**src/design/dpb_pkg.sv**
```systemverilog
// Shared types, constants and saturation helpers for the depth pixel back-projection block.
package dpb_pkg;

	localparam int unsigned QUOT_BITS = 32;
	localparam int unsigned DEN_BITS  = 36;

	typedef enum logic [3:0] {
		REG_ROT0   = 4'd0,
		REG_ROT1   = 4'd1,
		REG_ROT2   = 4'd2,
		REG_TRANS  = 4'd3,
		REG_PP     = 4'd4,
		REG_IFOC   = 4'd5,
		REG_DSCALE = 4'd6,
		REG_FTAG   = 4'd7
	} cfg_reg_t;

	typedef struct packed {
		logic [11:0]        column;
		logic [11:0]        row;
		logic               in_mask;
		logic [15:0]        depth;
		logic signed [15:0] norm_x;
		logic signed [15:0] norm_y;
		logic signed [15:0] norm_z;
		logic               normal_valid;
		logic [7:0]         blue;
		logic [7:0]         green;
		logic [7:0]         red;
	} pixel_t;

	typedef struct packed {
		logic signed [23:0] point_x;
		logic signed [23:0] point_y;
		logic signed [23:0] point_z;
		logic signed [15:0] rotated_normal_x;
		logic signed [15:0] rotated_normal_y;
		logic signed [15:0] rotated_normal_z;
		logic [7:0]         out_red;
		logic [7:0]         out_green;
		logic [7:0]         out_blue;
		logic [31:0]        weight;
		logic [15:0]        point_frame;
	} result_t;

	function automatic logic signed [15:0] sat16(input logic signed [19:0] v);
		logic signed [15:0] r;
		if (v > 20'sd32767) begin
			r = 16'sh7fff;
		end else if (v < -20'sd32768) begin
			r = 16'sh8000;
		end else begin
			r = v[15:0];
		end
		return r;
	endfunction

	function automatic logic signed [23:0] sat24(input logic signed [38:0] v);
		logic signed [23:0] r;
		if (v > 39'sd8388607) begin
			r = 24'sh7fffff;
		end else if (v < -39'sd8388608) begin
			r = 24'sh800000;
		end else begin
			r = v[23:0];
		end
		return r;
	endfunction

endpackage

```
**src/design/dpb_recip.sv**
```systemverilog
// Pipelined restoring divider that forms 2^40 over a squared depth, one quotient bit per stage.
module dpb_recip
	import dpb_pkg::*;
(
	input  logic                 clk,
	input  logic                 arst_n,
	input  logic                 in_valid,
	input  logic [DEN_BITS-1:0]  in_den,
	output logic                 out_valid,
	output logic [QUOT_BITS-1:0] out_quot
);

	logic                 vld_q [1:QUOT_BITS];
	logic                 sat_q [1:QUOT_BITS];
	logic [DEN_BITS:0]    rem_q [1:QUOT_BITS];
	logic [DEN_BITS-1:0]  den_q [1:QUOT_BITS];
	logic [QUOT_BITS-1:0] quo_q [1:QUOT_BITS];

	genvar j;
	generate
		for (j = 1; j <= QUOT_BITS; j++) begin : g_stage
			logic                 pv;
			logic                 ps;
			logic [DEN_BITS:0]    prem;
			logic [DEN_BITS-1:0]  pden;
			logic [QUOT_BITS-1:0] pquo;
			logic [DEN_BITS:0]    shifted;
			logic                 take;

			if (j == 1) begin : g_first
				// The top bits of 2^40 start the remainder at 256.
				assign pv   = in_valid;
				assign ps   = (in_den < 36'd257);
				assign prem = 37'd256;
				assign pden = in_den;
				assign pquo = '0;
			end else begin : g_next
				assign pv   = vld_q[j-1];
				assign ps   = sat_q[j-1];
				assign prem = rem_q[j-1];
				assign pden = den_q[j-1];
				assign pquo = quo_q[j-1];
			end

			assign shifted = {prem[DEN_BITS-1:0], 1'b0};
			assign take    = (shifted >= {1'b0, pden});

			always_ff @(posedge clk or negedge arst_n) begin
				if (!arst_n) begin
					vld_q[j] <= 1'b0;
				end else begin
					vld_q[j] <= pv;
				end
			end

			always_ff @(posedge clk) begin
				sat_q[j] <= ps;
				den_q[j] <= pden;
				rem_q[j] <= take ? (shifted - {1'b0, pden}) : shifted;
				quo_q[j] <= {pquo[QUOT_BITS-2:0], take};
			end
		end
	endgenerate

	assign out_valid = vld_q[QUOT_BITS];
	assign out_quot  = sat_q[QUOT_BITS] ? '1 : quo_q[QUOT_BITS];

endmodule

```
**config.mk**
```make
export PLATFORM = sky130hd
export DESIGN_NAME = dpb_recip
export DESIGN_NICKNAME = d
export VERILOG_FILES = /design/src/design/dpb_pkg.sv /design/src/design/dpb_recip.sv
export SDC_FILE = /design/constraint.sdc
export NUM_CORES = 2
export LEC_CHECK = 0
export BUFFER_PORTS_ARGS = -buffer_cell sky130_fd_sc_hd__buf_2
export CAP_MARGIN = 20
export CORE_AREA = 2 2 538 540
export CTS_BUF_LIST = sky130_fd_sc_hd__clkbuf_8
export DETAILED_ROUTE_END_ITERATION = 16
export DIE_AREA = 0 0 540 542
export PLACE_DENSITY_LB_ADDON = 0.2
export SYNTH_ARGS = -nofsm -noshare
export SYNTH_HDL_FRONTEND = slang
export SYNTH_SLANG_ARGS = --single-unit
```
**constraint.sdc**
```tcl
create_clock -name clk -period 4.08 [get_ports clk]
set_input_delay 0.612 -clock clk [delete_from_list [all_inputs] [get_ports clk]]
set_output_delay 0.612 -clock clk [all_outputs]
set_load 0.005 [all_outputs]
```
## Yosys cells after proc, flatten, opt, wreduce, memory -nomap -nowiden

Memory sizes are Yosys's and may differ from the RTL's.
Cells that the tools add are included.

- $add $sub $neg: 32
- Muxes and demuxes: 33
- Order comparisons: 33

Operators with widths:

| operator | count |
|---|---|
| 2-to-1 mux 37 bit | 32 |
| greater-or-equal comparator 37 x 36 -> 1 bit | 31 |
| subtractor 37 x 36 -> 37 bit | 31 |
| subtractor 10 x 36 -> 37 bit (first input constant) | 1 |
| greater-or-equal comparator 10 x 36 -> 1 bit (first input constant) | 1 |
| less-than comparator 36 x 9 -> 1 bit (second input constant) | 1 |
| 2-to-1 mux 32 bit | 1 |

- Memories: 4
- Output and inout port bits: 33
- RAM bits: 3392
- Word-level logic and storage cells: 134
- Flip-flop bits (word level): 32
- Bits of input ports: 39

Memories:

| memory | words | width | read ports | clocked after memory_dff | wr ports | RTL line | RTL |
|---|---|---|---|---|---|---|---|
| rem_q | 32 | 37 | 31 | 0 | 32 | dpb_recip.sv:15 | `logic [DEN_BITS:0] rem_q [1:QUOT_BITS];` |
| den_q | 32 | 36 | 31 | 0 | 32 | dpb_recip.sv:16 | `logic [DEN_BITS-1:0] den_q [1:QUOT_BITS];` |
| quo_q | 32 | 32 | 32 | 0 | 32 | dpb_recip.sv:17 | `logic [QUOT_BITS-1:0] quo_q [1:QUOT_BITS];` |
| sat_q | 32 | 1 | 32 | 0 | 32 | dpb_recip.sv:14 | `logic sat_q [1:QUOT_BITS];` |

## Depth between registers and ports, before layout

An unclocked memory read counts as a cell.

- Depth after elaboration: 3
- Depth in mapped cells: 17

## Worst setup path before layout

No wires, ideal clock.

- Path type: register to register
- Start: register, netlist name den_q[0][258]
- End: register, netlist name rem_q[0][305]
- Library setup time: 0.121 ns
- Stages on the path, launching flop included: 15
- Arrival: 3.005 ns
- Setup slack: 0.955 ns
- Data required time: 3.959 ns
- Path through: dfxtp_1 inv_1 ha_1 and3_1 and3_1 o21ai_0 nand2_1 a21boi_1 o31a_1 or3_1 nand3_2 a21oi_1 o21ai_4 buf_6 mux2_2

==> impl_metrics.env <==
export IMPL_holdWs_ps=136
export IMPL_place_worst_setup_slack_ps=139
export IMPL_worstSetupStartpoint="den_q[0][1052]$_DFF_P_"
export IMPL_hold_path_class="input pin to asynchronous set/reset pin"
export IMPL_buffer_ports_inserted=71
export IMPL_synthDominantAreaCellType="sky130_fd_sc_hd__dfxtp_1"
export IMPL_arrival_ps=4890
export IMPL_final_critical_period_ps=3940
export IMPL_post_synth_instance_area_um2=129000
export IMPL_cts_buffers_inserted=445
export IMPL_vdd_ir_drop_max_v=0.000571
export IMPL_first_global_vias=93600
export IMPL_postRouteWirelength_mm=337
export IMPL_power_density_cell_area_nw_per_um2=599
export IMPL_area_growth_synth_to_final_pct=11.8
export IMPL_maxCapViolCount=0
export IMPL_chipWidth_um=540
export IMPL_totalPowerFinal_mw=86.0
export IMPL_drive_above_1_share=0.0927
export IMPL_route_antenna_remaining_nets=0
export IMPL_hpwlAfterDp_mm=267
export IMPL_max_slew_violation_total_from_the_final_report=0
export IMPL_post_route_setup_slack_ps=142
export IMPL_yosysSeqAreaShare=0.441
export IMPL_detailedRoute_firstPassIterationCount=6
export IMPL_row_count=197
export IMPL_synthTopCellsByArea="sky130_fd_sc_hd__dfxtp_1 (43%), sky130_fd_sc_hd__ha_1 (11%), sky130_fd_sc_hd__a21oi_1 (5.1%)"
export IMPL_post_synth_num_cell_types=108
export IMPL_slew_of_the_pin_with_the_lowest_slew_margin_ps=956
export IMPL_global_route_usage_total=0.224
export IMPL_final_hold_violation_count=0
export IMPL_cts_tree="done"
export IMPL_fill_cell_instance_count_of_the_final_layout=27200
export IMPL_globalRoute_totalOverflow=0
export IMPL_htree_levels=5
export IMPL_max_freq_mhz=254
export IMPL_min_period_over_period=0.965
export IMPL_clkSinkCount=2824
export IMPL_final_setup_viol_count=0
export IMPL_rsz0062_at_grt="false"
export IMPL_floorplan_initialDensity=0.448
export IMPL_design_portCount=72
export IMPL_met3_track_demand_over_resource_in_global_routing=0.0291
export IMPL_global_route_usage_met1=0.281
export IMPL_critical_path_class="register to register"
export IMPL_total_leakage_power_nw=68.8
export IMPL_detail_route_iter0_violations=6179
export IMPL_gp_routability_congestion=0.924
export IMPL_outcome="complete, no violations"
export IMPL_grt_met2_usage=0.386
export IMPL_postSynthCellCount=14000
export IMPL_drt_drc_violations_left=0
export IMPL_synthesis_nets=15100
export IMPL_crit_path_max_fanout=59
export IMPL_floorplan_die_height_um=542
export IMPL_netlist_area_leader_share=0.435
export IMPL_synth_warnings=0
export IMPL_worst_setup_path_end_kind="register"
export IMPL_sequential_cell_area_um2=56700
export IMPL_finalNetCount=15500
export IMPL_synth_avg_cell_area_um2=9.20
export IMPL_grt_start_max_net_pins=60
export IMPL_multi_input_area_um2=64900
export IMPL_timing_setup_tns_ps=0
export IMPL_post_synth_top_count_cell="sky130_fd_sc_hd__dfxtp_1"
export IMPL_coreArea_um2=287000
export IMPL_worstPathRequired_ps=5030
export IMPL_grt_antenna_before_repair=12
export IMPL_worstSkewPairLatency_ps=1080
export IMPL_global_route_wire_length_before_repair_mm=522
export IMPL_total_die_area_um2=293000
export IMPL_worst_setup_hold_path_clk_slew_ps=70
export IMPL_route_detailed_vias_per_inst=5.23
export IMPL_setup_worst_path_start_class="register"
export IMPL_flops_latches_synth=2824
export IMPL_finClkSkew_ps=117
export IMPL_rr_startpoint="den_q[0][1052]$_DFF_P_"
export IMPL_synthTopCellsByCount="sky130_fd_sc_hd__dfxtp_1 (2792), sky130_fd_sc_hd__inv_1 (1414), sky130_fd_sc_hd__a21oi_1 (1308)"
export IMPL_slew_headroom=0.346
export IMPL_cts_path_max_buffers=4
export IMPL_synth_edf_count=0
export IMPL_most_instantiated_flip_flop_cell_in_the_synthesis_netlist="sky130_fd_sc_hd__dfxtp_1"
export IMPL_route_vias_total=96600
export IMPL_grt_busiest_layer="met2"
export IMPL_clk_root_buffer_cell="sky130_fd_sc_hd__clkbuf_8"
export IMPL_synth_async_sr_flop_share=0.0113
export IMPL_wl_per_cell_um=18.3
## worst paths after layout
kind	endpoint	slack, ps	cells after the start
max in group asynchronous	g_stage[18].pv$_DFF_PN0_	3520	2
min reg2reg	quo_q[7][67]$_DFF_P_	280	0
min in group clk	den_q[0][63]$_DFF_P_	210	2
min	g_stage[22].pv$_DFF_PN0_	140	2
max reg2reg	rem_q[0][1120]$_DFF_P_	140	10
max	rem_q[0][1120]$_DFF_P_	140	10
## state kept, by name, summed over array words and instances (netlist names)
signal / count
den_q: 1116
sat_q: 32
quo_q: 528
out_valid: 1
g_stage.pv: 31
rem_q: 1116
## kinds of logic after synthesis
kind of cell	synth area share
and+or+nand+nor	0.117
DFF	0.441
xor gates and xnor gates	0.0620
AOI/OAI and AO/OA	0.186
buffers and inverters	0.0546
muxes	0.0259
adders and majority gates	0.113
## power by group
| group | switching, mW | total (mW) | internal, mW |
|---|---|---|---|
| Combinational | 14.8 | 26.5 | 11.7 |
| Clock | 11.3 | 25.5 | 14.2 |
| Sequential | 2.77 | 33.9 | 31.2 |
| Total | 28.9 | 86.0 | 57.1 |
## metal layers
layer | share of wire | up-vias
li1 | - | 49000
met1 | 0.44 | 44800
met2 | 0.48 | 2136
met3 | 0.044 | 660
met4 | 0.042 | 0
met5 | 0 | -
## placed cells by master (no fill, tap or decap), drive strengths merged, types with 136 or more instances in the layout
master  instances
a31oi         136
o21ai         923
nor2          835
ha           1116
o21bai        139
dfxtp        2792
nand2b        175
clkbuf        556
buf           231
nand4         187
xor2          385
inv          1554
a21o          628
nand3         245
nand2         909
a21oi        1312
nor2b         188
xnor2         524
mux2          279
## stage by stage
stage / std cells / util / instance area (um2)
floorplan: 14000 / - / 129000
CTS: 18400 / 0.500 / 143000
global placement: 17600 / 0.465 / 133000
detailed placement: 17600 / 0.465 / 133000
finish: 18500 / 0.501 / 144000
global route: 18400 / 0.501 / 144000
## cell type report
cell class                 instances  area share
antenna                           21    0.000366
clock buffer                     556      0.0533
clock inverter                   250      0.0144
inverter                        1417      0.0370
multi-input combinational       9332       0.452
sequential                      2824       0.395
tap                             3781      0.0329
timing repair buffer             269      0.0156
## critical path: stages (launching register included)
cell	delay (ps)
sky130_fd_sc_hd__dfxtp_1	340
sky130_fd_sc_hd__inv_1	50
sky130_fd_sc_hd__ha_1	410
sky130_fd_sc_hd__nand4_1	420
sky130_fd_sc_hd__o31ai_1	810
sky130_fd_sc_hd__nand4_1	280
sky130_fd_sc_hd__nand3_1	220
sky130_fd_sc_hd__a21oi_1	190
sky130_fd_sc_hd__o41ai_4	370
sky130_fd_sc_hd__buf_12	290
sky130_fd_sc_hd__mux2_2	380
## timing repair
| item | in CTS | in global routing |
|---|---|---|
| setup endpoints to repair | 0 | 18 |
| endpoints found under the hold margin | 93 | 0 |
| gates resized for setup | 0 | 1 |
| hold buffers | 38 | 0 |
| setup buffers | 0 | 10 |
Note: power is estimated with default switching activity, not from simulation.
